### config.mk
export PLATFORM = sky130hd
export DESIGN_NAME = rsmst_ctrl
export DESIGN_NICKNAME = d
export VERILOG_FILES = /design/src/sv/rsmst_pkg.sv /design/src/sv/rsmst_ctrl.sv
export SDC_FILE = /design/constraint.sdc
export NUM_CORES = 1
export LEC_CHECK = 0
export ABC_AREA = 1
export BUFFER_PORTS_ARGS = -buffer_cell sky130_fd_sc_hd__buf_4
export CORE_ASPECT_RATIO = 1.5
export CORE_UTILIZATION = 36
export DETAILED_ROUTE_END_ITERATION = 10
export GPL_TIMING_DRIVEN = 1
export PLACE_DENSITY = 0.6
export SLEW_MARGIN = 5
export SYNTH_ARGS = -nofsm -noshare
export SYNTH_HDL_FRONTEND = slang
export SYNTH_SLANG_ARGS = --single-unit
### constraint.sdc
create_clock -name i_clk -period 3.93 [get_ports i_clk]
set_input_delay 0.5895 -clock i_clk [delete_from_list [all_inputs] [get_ports i_clk]]
set_output_delay 0.5895 -clock i_clk [all_outputs]
set_load 0.02 [all_outputs]
### src/sv/rsmst_pkg.sv
// Shared types and constants for the range sum/min segment tree.
package rsmst_pkg;
    localparam int NumElem = 256;
    localparam int IdxW    = 8;
    localparam int NodeW   = 9;
    localparam int BndW    = 9;

    localparam logic [2:0] OP_SUM    = 3'd0;
    localparam logic [2:0] OP_ADD    = 3'd1;
    localparam logic [2:0] OP_ASSIGN = 3'd2;
    localparam logic [2:0] OP_MIN    = 3'd3;
    localparam logic [2:0] OP_FIND   = 3'd4;

    localparam logic signed [63:0] MinEmpty = 64'sd2147483647;

    // controller -> datapath
    typedef struct packed {
        logic             load;      // capture request
        logic             clr_wr;    // write zero at clear address
        logic [NodeW-1:0] clr_addr;
        logic             rd;        // read node at rd_addr
        logic [NodeW-1:0] rd_addr;
        logic             acc;       // fold read data into accumulator
        logic             leaf_wr;   // update leaf from read data
        logic             kid_rd;    // read children of node
        logic             node_wr;   // write node from children read data
        logic             find_chk;  // compare leaf min against threshold
        logic [IdxW-1:0]  find_idx;
        logic             done;      // present result
    } t_ctl;

    typedef struct packed {
        logic [2:0]       op;
        logic [BndW-1:0]  lo;
        logic [BndW-1:0]  hi;
        logic             hit;       // find located an element
    } t_sts;
endpackage

### src/sv/rsmst_ctrl.sv
// Sequencer for node memory walks of the segment tree.
module rsmst_ctrl (
    input  logic              i_clk,
    input  logic              i_rst_n,
    input  logic              i_start,
    output logic              o_busy,
    input  rsmst_pkg::t_sts   i_sts,
    output rsmst_pkg::t_ctl   o_ctl
);
    import rsmst_pkg::*;

    localparam logic [2:0] S_CLR  = 3'd0;
    localparam logic [2:0] S_IDLE = 3'd1;
    localparam logic [2:0] S_QRY  = 3'd2;
    localparam logic [2:0] S_LEAF = 3'd3;
    localparam logic [2:0] S_UP   = 3'd4;
    localparam logic [2:0] S_FIND = 3'd5;
    localparam logic [2:0] S_DONE = 3'd6;
    localparam logic [2:0] S_DISP = 3'd7;

    logic [2:0]       r_st, n_st;
    logic [NodeW:0]   r_ctr, n_ctr;     // clear / leaf / node / find counter
    logic [NodeW:0]   r_l, n_l, r_r, n_r;
    logic             r_ph, n_ph;       // 0 = read, 1 = write/accumulate
    logic             r_side, n_side;   // query: 0 left, 1 right
    logic [BndW-1:0]  lo_s, hi_s;

    always_comb begin
        lo_s = (i_sts.lo > BndW'(NumElem)) ? BndW'(NumElem) : i_sts.lo;
        hi_s = (i_sts.hi > BndW'(NumElem)) ? BndW'(NumElem) : i_sts.hi;
    end

    always_comb begin
        n_st = r_st; n_ctr = r_ctr; n_l = r_l; n_r = r_r; n_ph = r_ph;
        n_side = r_side;
        o_ctl = '0;
        o_ctl.clr_addr = r_ctr[NodeW-1:0];
        o_ctl.find_idx = r_ctr[IdxW-1:0];
        unique case (r_st)
            S_CLR: begin
                o_ctl.clr_wr = 1'b1;
                n_ctr = r_ctr + 1'b1;
                if (r_ctr == (NodeW+1)'(2*NumElem-1)) n_st = S_IDLE;
            end
            S_IDLE: begin
                if (i_start) begin
                    o_ctl.load = 1'b1;
                    // decided next cycle from captured word
                    n_st = S_DISP;
                end
            end
            S_QRY: begin
                // one node at a time: read, then fold
                if (r_l >= r_r) begin
                    n_st = S_DONE;
                end else if (!r_ph) begin
                    if (r_l[0]) begin
                        o_ctl.rd = 1'b1; o_ctl.rd_addr = r_l[NodeW-1:0];
                        n_ph = 1'b1; n_side = 1'b0;
                    end else if (r_r[0]) begin
                        o_ctl.rd = 1'b1; o_ctl.rd_addr = NodeW'(r_r - 1'b1);
                        n_ph = 1'b1; n_side = 1'b1;
                    end else begin
                        n_l = r_l >> 1; n_r = r_r >> 1;
                    end
                end else begin
                    o_ctl.acc = 1'b1;
                    n_ph = 1'b0;
                    if (!r_side) n_l = r_l + 1'b1;
                    else         n_r = r_r - 1'b1;
                end
            end
            S_LEAF: begin
                if (!r_ph) begin
                    o_ctl.rd = 1'b1; o_ctl.rd_addr = NodeW'(r_ctr);
                    n_ph = 1'b1;
                end else begin
                    o_ctl.leaf_wr = 1'b1;
                    o_ctl.rd_addr = NodeW'(r_ctr);
                    n_ph = 1'b0;
                    if (r_ctr == (NodeW+1)'(NumElem) + (NodeW+1)'(hi_s) - 1'b1) begin
                        n_st = S_UP; n_ctr = (NodeW+1)'(NumElem - 1);
                    end else begin
                        n_ctr = r_ctr + 1'b1;
                    end
                end
            end
            S_UP: begin
                if (!r_ph) begin
                    o_ctl.kid_rd = 1'b1; o_ctl.rd_addr = NodeW'(r_ctr);
                    n_ph = 1'b1;
                end else begin
                    o_ctl.node_wr = 1'b1; o_ctl.rd_addr = NodeW'(r_ctr);
                    n_ph = 1'b0;
                    if (r_ctr == (NodeW+1)'(1)) n_st = S_DONE;
                    n_ctr = r_ctr - 1'b1;
                end
            end
            S_FIND: begin
                if (i_sts.hit || r_ctr >= (NodeW+1)'(hi_s)) begin
                    n_st = S_DONE;
                end else if (!r_ph) begin
                    o_ctl.rd = 1'b1;
                    o_ctl.rd_addr = NodeW'(r_ctr + (NodeW+1)'(NumElem));
                    n_ph = 1'b1;
                end else begin
                    o_ctl.find_chk = 1'b1;
                    n_ph = 1'b0;
                    n_ctr = r_ctr + 1'b1;
                end
            end
            S_DONE: begin
                o_ctl.done = 1'b1;
                n_st = S_IDLE;
            end
            S_DISP: begin
                // dispatch on the captured request
                n_ph = 1'b0;
                if (i_sts.op == OP_SUM || i_sts.op == OP_MIN) begin
                    n_l = (NodeW+1)'(lo_s) + (NodeW+1)'(NumElem);
                    n_r = (NodeW+1)'(hi_s) + (NodeW+1)'(NumElem);
                    n_st = S_QRY;
                end else if ((i_sts.op == OP_ADD || i_sts.op == OP_ASSIGN)
                             && lo_s < hi_s) begin
                    n_ctr = (NodeW+1)'(lo_s) + (NodeW+1)'(NumElem);
                    n_st = S_LEAF;
                end else if (i_sts.op == OP_FIND) begin
                    n_ctr = (NodeW+1)'(lo_s);
                    n_st = S_FIND;
                end else begin
                    n_st = S_DONE;
                end
            end
        endcase
    end

    always_ff @(posedge i_clk) begin
        if (!i_rst_n) begin
            r_st <= S_CLR; r_ctr <= '0; r_l <= '0; r_r <= '0;
            r_ph <= 1'b0; r_side <= 1'b0;
        end else begin
            r_st <= n_st; r_ctr <= n_ctr; r_l <= n_l; r_r <= n_r;
            r_ph <= n_ph; r_side <= n_side;
        end
    end

    assign o_busy = (r_st != S_IDLE);

    a_done_once: assert property (@(posedge i_clk) disable iff (!i_rst_n)
        o_ctl.done |=> !o_ctl.done) else $error("double done");
    a_no_wr_idle: assert property (@(posedge i_clk) disable iff (!i_rst_n)
        !o_busy |-> !(o_ctl.leaf_wr || o_ctl.node_wr)) else $error("write while idle");
    a_start_busy: assert property (@(posedge i_clk) disable iff (!i_rst_n)
        (i_start && !o_busy) |=> o_busy) else $error("start not taken");
endmodule

==> summary.md <==
| Metric | Value |
|---|---|
| Root Driver | clkbuf_16 |
| CP delay by family, top | simple AND/OR/NAND/NOR gates |
| Post-synth cell types | 45 |
| Worst VDD drop | 463.9 uV |
| Post-layout minimum cycle time | between 3 and 4 ns |
| Synthesis Warnings | 0 |
| Avg Inst Size Synth | just over 6 sq um |
| Hold path start | r_side$_SDFFE_PN0P_ |
| Initial antenna violation count | 0 |
| Final hold vios | 0 |
| Row Count | 48 |
| Layout fillers | 1262 |
| Crit path kind | primary input to output pin |
| Worst Hold Class | flip-flop to flip-flop |
| First-pass iteration count of the detailed router | 5 |
| Die Ht | 135.6 um |
| Placed cells | 889 |
| Synth top area share | 16.36% |
| FFs w/ async S/R, synth | 0% |
| Worst Tran Pin Value | around 0.86 ns |
| Status | completed |
| Worst Path Max Fanout | 8 |
| CP required | 3.34 ns |
| Die extent in x | 91.05 um |
| Drc violations | 0 |
| Grt total ovfl | 0 |
| CTS clock-pin slew for the worst setup and hold paths | 0.06 ns |
| Nets | just over 800 |
| Share of post-route cells with drive strength above 1 | between 15 and 20% |
| Finished Layout Cells | 899 |
| Pin count of the biggest net entering global routing | 27 |
| Final Cycle Share | about 95% |
| Max_cap viols | 0 |
| CP max stage cell | ha_1 |
| Cell Area, Synth | between 0.004 and 0.005 sq mm |
| Worst R2R Start | r_r[0]$_SDFFE_PN0P_ |
| Slowest stage delay, CP | 0.31 ns |
| Routability-driven placement congestion ratio | 1.024 |
| NetSw | 0.002009 W |
| FF-to-FF setup slack | about 1.0 ns |
| I/O pin cnt | between 60 and 70 |
| Sw Share | 53.89% |
| Pint | 0.001719 W |
| Setup crit start kind | primary input |
| Tot GR Track Use | 26.58% |
| Post-synth EDFFs | 0 |
| Final wirelength | 16260 um |
| Flops & latches, synth | 35 |
| WP buf/inv | 4 |
| Starting Density | 37.13% |
| Clk sink count | 35 |
| Core area | approximately 0.012 sq mm |
| HPWL after DPL | 12950 um |
| Cells after Synth | slightly above 700 |
| Area contributors post-synth | dfxtp_1 (16%), nand2_1 (12%), ha_1 (11%) |
| Crit path launch | i_sts[2] |
| Net Count, Synth | between 700 and 800 |
| RSZ-0062 raised after global routing | false |
| DR vias | between 5000 and 6000 |
| # setup viols final | 0 |
| Routed Antenna Nets | 0 |
| Final Max Slew Viols | 0 |
| Vias per cell | roughly 5.6 |
| Worst EP arrival | 3.15 ns |
| Clk_skew | around 0.0036 ns |
| Slew headroom | a little over two fifths |
| CTS tree | yes |
| Critical path, cell by cell | buf_4 > nor2_2 > nand2_2 > o21ai_4 > nand2_1 > ha_1 > inv_1 > nor2_1 > o211ai_1 > nand4_1 > nor2_2 > nand3_2 > nand2_2 > clkinvlp_4 > o22ai_2 > buf_4 |
| H-tree Lvls | 2 |
| Num CTS Buffers | 5 |
| I/O Buffers | 60 |
| Worst-Skew Late Latency | 0.29 ns |
| Avg WL per Cell | ~18 um |
| Vias in the first global route | 4815 |
| Clk pwr share | 14.5% |
| PD cells | 738.9 mW/mm^2 |
| Worst-case clock buffer depth | 2 |
| Cts hold-fix bufs | 0 |
| Fin util | between 40 and 50% |
| Initial DRC count | 358 |
| Peak Freq | roughly 270 MHz |
| First-pass GRT wire length | 25100 um |
| P_leak | between 2 and 2.5 nW |
| Area grow syn2layout | 17.86% |
| Top_reg_cell synth | dfxtp_1 |
| Register area share after synthesis | 16.36% |
| Critical path capture point type | output pin |
| Largest area contributor in the netlist | dfxtp_1 |
| Combinational power share | roughly 67% |
| Flop pwr share | 18.4% |
| Setup_tns | 0 ns |
| Final antenna diode count | 0 |
| Full die area | 0.01234 sq mm |
-- layout make-up --
class                           instances  area, sq um  share of cell area [%]
Multi-Input combinational cell        538         3057                   60.58
Sequential cell                        35        700.7                   13.89
Timing Repair Buffer                   73        548.0                   10.86
Inverter                               95        360.3                   7.141
Tap cell                              150        187.7                   3.719
Clock buffer                            5        125.1                   2.480
Clock inverter                          3        67.56                   1.339
-- cells in the final DEF (no fill, tap or decap), drive strengths merged --
cell and n:
buf 73, nor4 3, o21a 1, xor2 18
o311ai 4, or2 4, nand3b 2, a21oi 56
a22oi 1, a32oi 4, o21ai 59, o31ai 1
clkinv 3, nand3 58, nand4 12, o2111ai 3
a31oi 7, o2111a 1, o221ai 1, o22ai 9
a221oi 4, ha 37, bufinv 2, a211oi 8
xnor2 1, clkinvlp 2, and2 1, nor2 88
clkbuf 5, dfxtp 35, nand2 137, nor3 10
inv 91, o211ai 8
-- metrics by stage --
| stage | total power (W) | hold WS (ns) | worst slack, ns | area, sq um |
|---|---|---|---|---|
| 3_3_place_gp | 0.003081 | 0.4703 | 0.2432 | 4792 |
| 2_1_floorplan | 0.002437 | 0.4495 | 0.6014 | 4282 |
| 3_5_place_dp | 0.003103 | 0.4692 | 0.1291 | 4792 |
| 6_report | 0.003729 | 0.4837 | 0.1954 | 5046 |
| 4_1_cts | 0.003657 | 0.4789 | 0.1167 | 4985 |
| 5_1_grt | 0.004036 | 0.5033 | 0.01412 | 5046 |
-- state kept, by name, summed over array words and instances, names as in the netlist --
name	count
r_ctr	10
r_l	10
r_r	10
r_st	3
r_ph	1
r_side	1
-- worst register-to-register path, cell delays in order, from the launching register on --
cell and delay (ns):
dfxtp_1 0.51, clkinv_1 0.11, buf_4 0.20, ha_1 0.29, nor3_1 0.21, nand4_1 0.11, nand3_1 0.28, nand2_1 0.19
nand3_1 0.52, inv_1 0.12, o21ai_0 0.17, a21oi_1 0.06
-- cell families after synthesis --
| group | count (synthesis) | synth area share (%) |
|---|---|---|
| AO/OA/AOI/OAI | 166 | 22.79 |
| XOR/XNOR | 19 | 3.887 |
| adder cells (fa/ha/maj) | 37 | 10.81 |
| buffers and inverters | 132 | 13.41 |
| flip-flops | 35 | 16.36 |
| AND/OR/NAND/NOR | 315 | 32.73 |
-- final timing paths --
check,endpoint,cells after the start
setup / recovery,o_ctl[14],16
hold reg to reg,r_side$_SDFFE_PN0P_,2
setup reg to reg,r_r[3]$_SDFFE_PN0P_,11
hold / removal,r_side$_SDFFE_PN0P_,2
-- cells in the mapped netlist (2+ instances only) --
master and count:
xor2_1 18, a21oi_1 56, inv_1 83, nand2_1 134
nand4_1 11, dfxtp_1 35, clkbuf_1 12, a32oi_1 4
ha_1 37, nand3b_1 2, nand2_2 3, buf_4 17
o311ai_0 4, o21ai_1 8, buf_2 6, clkinv_1 3
a31oi_1 7, o22ai_1 9, o211ai_1 8, a211oi_1 8
nor2_2 6, nand3_1 55, or2_2 4, nor3_1 8
a221oi_1 4, nor2_1 81, nor4_1 3, o21ai_0 49
o2111ai_1 3, nand3_2 3, inv_2 9
-- power groups by stage --
stage	sequential (W)	combinational, W	clock [W]
2_1_floorplan	0.000595	0.00184	0
3_3_place_gp	0.000683	0.00240	0
3_5_place_dp	0.000685	0.00242	0
4_1_cts	0.000678	0.00243	0.000548
5_1_grt	0.000706	0.00277	0.000561
6_report	0.000685	0.00250	0.000541
-- layer usage --
metal / vias up / share of wire [%] / wire length [um] / GRT usage [%]
li1: 2456 / - / - / -
met1: 2312 / 37 / 5953 / 27.38
met2: 239 / 52 / 8442 / 49.66
met3: 57 / 5.5 / 891 / 3.311
met4: 0 / 6.0 / 974 / 18.34
met5: - / 0 / 0 / 0
-- what timing repair did --
item                                   4_1_cts  5_1_grt
setup endpoints to repair                    0        8
gates resized for setup                      0       17
setup buffers                                0        1
endpoints found under the hold margin        0        0
No activity file was read; power rests on OpenSTA's default activity.
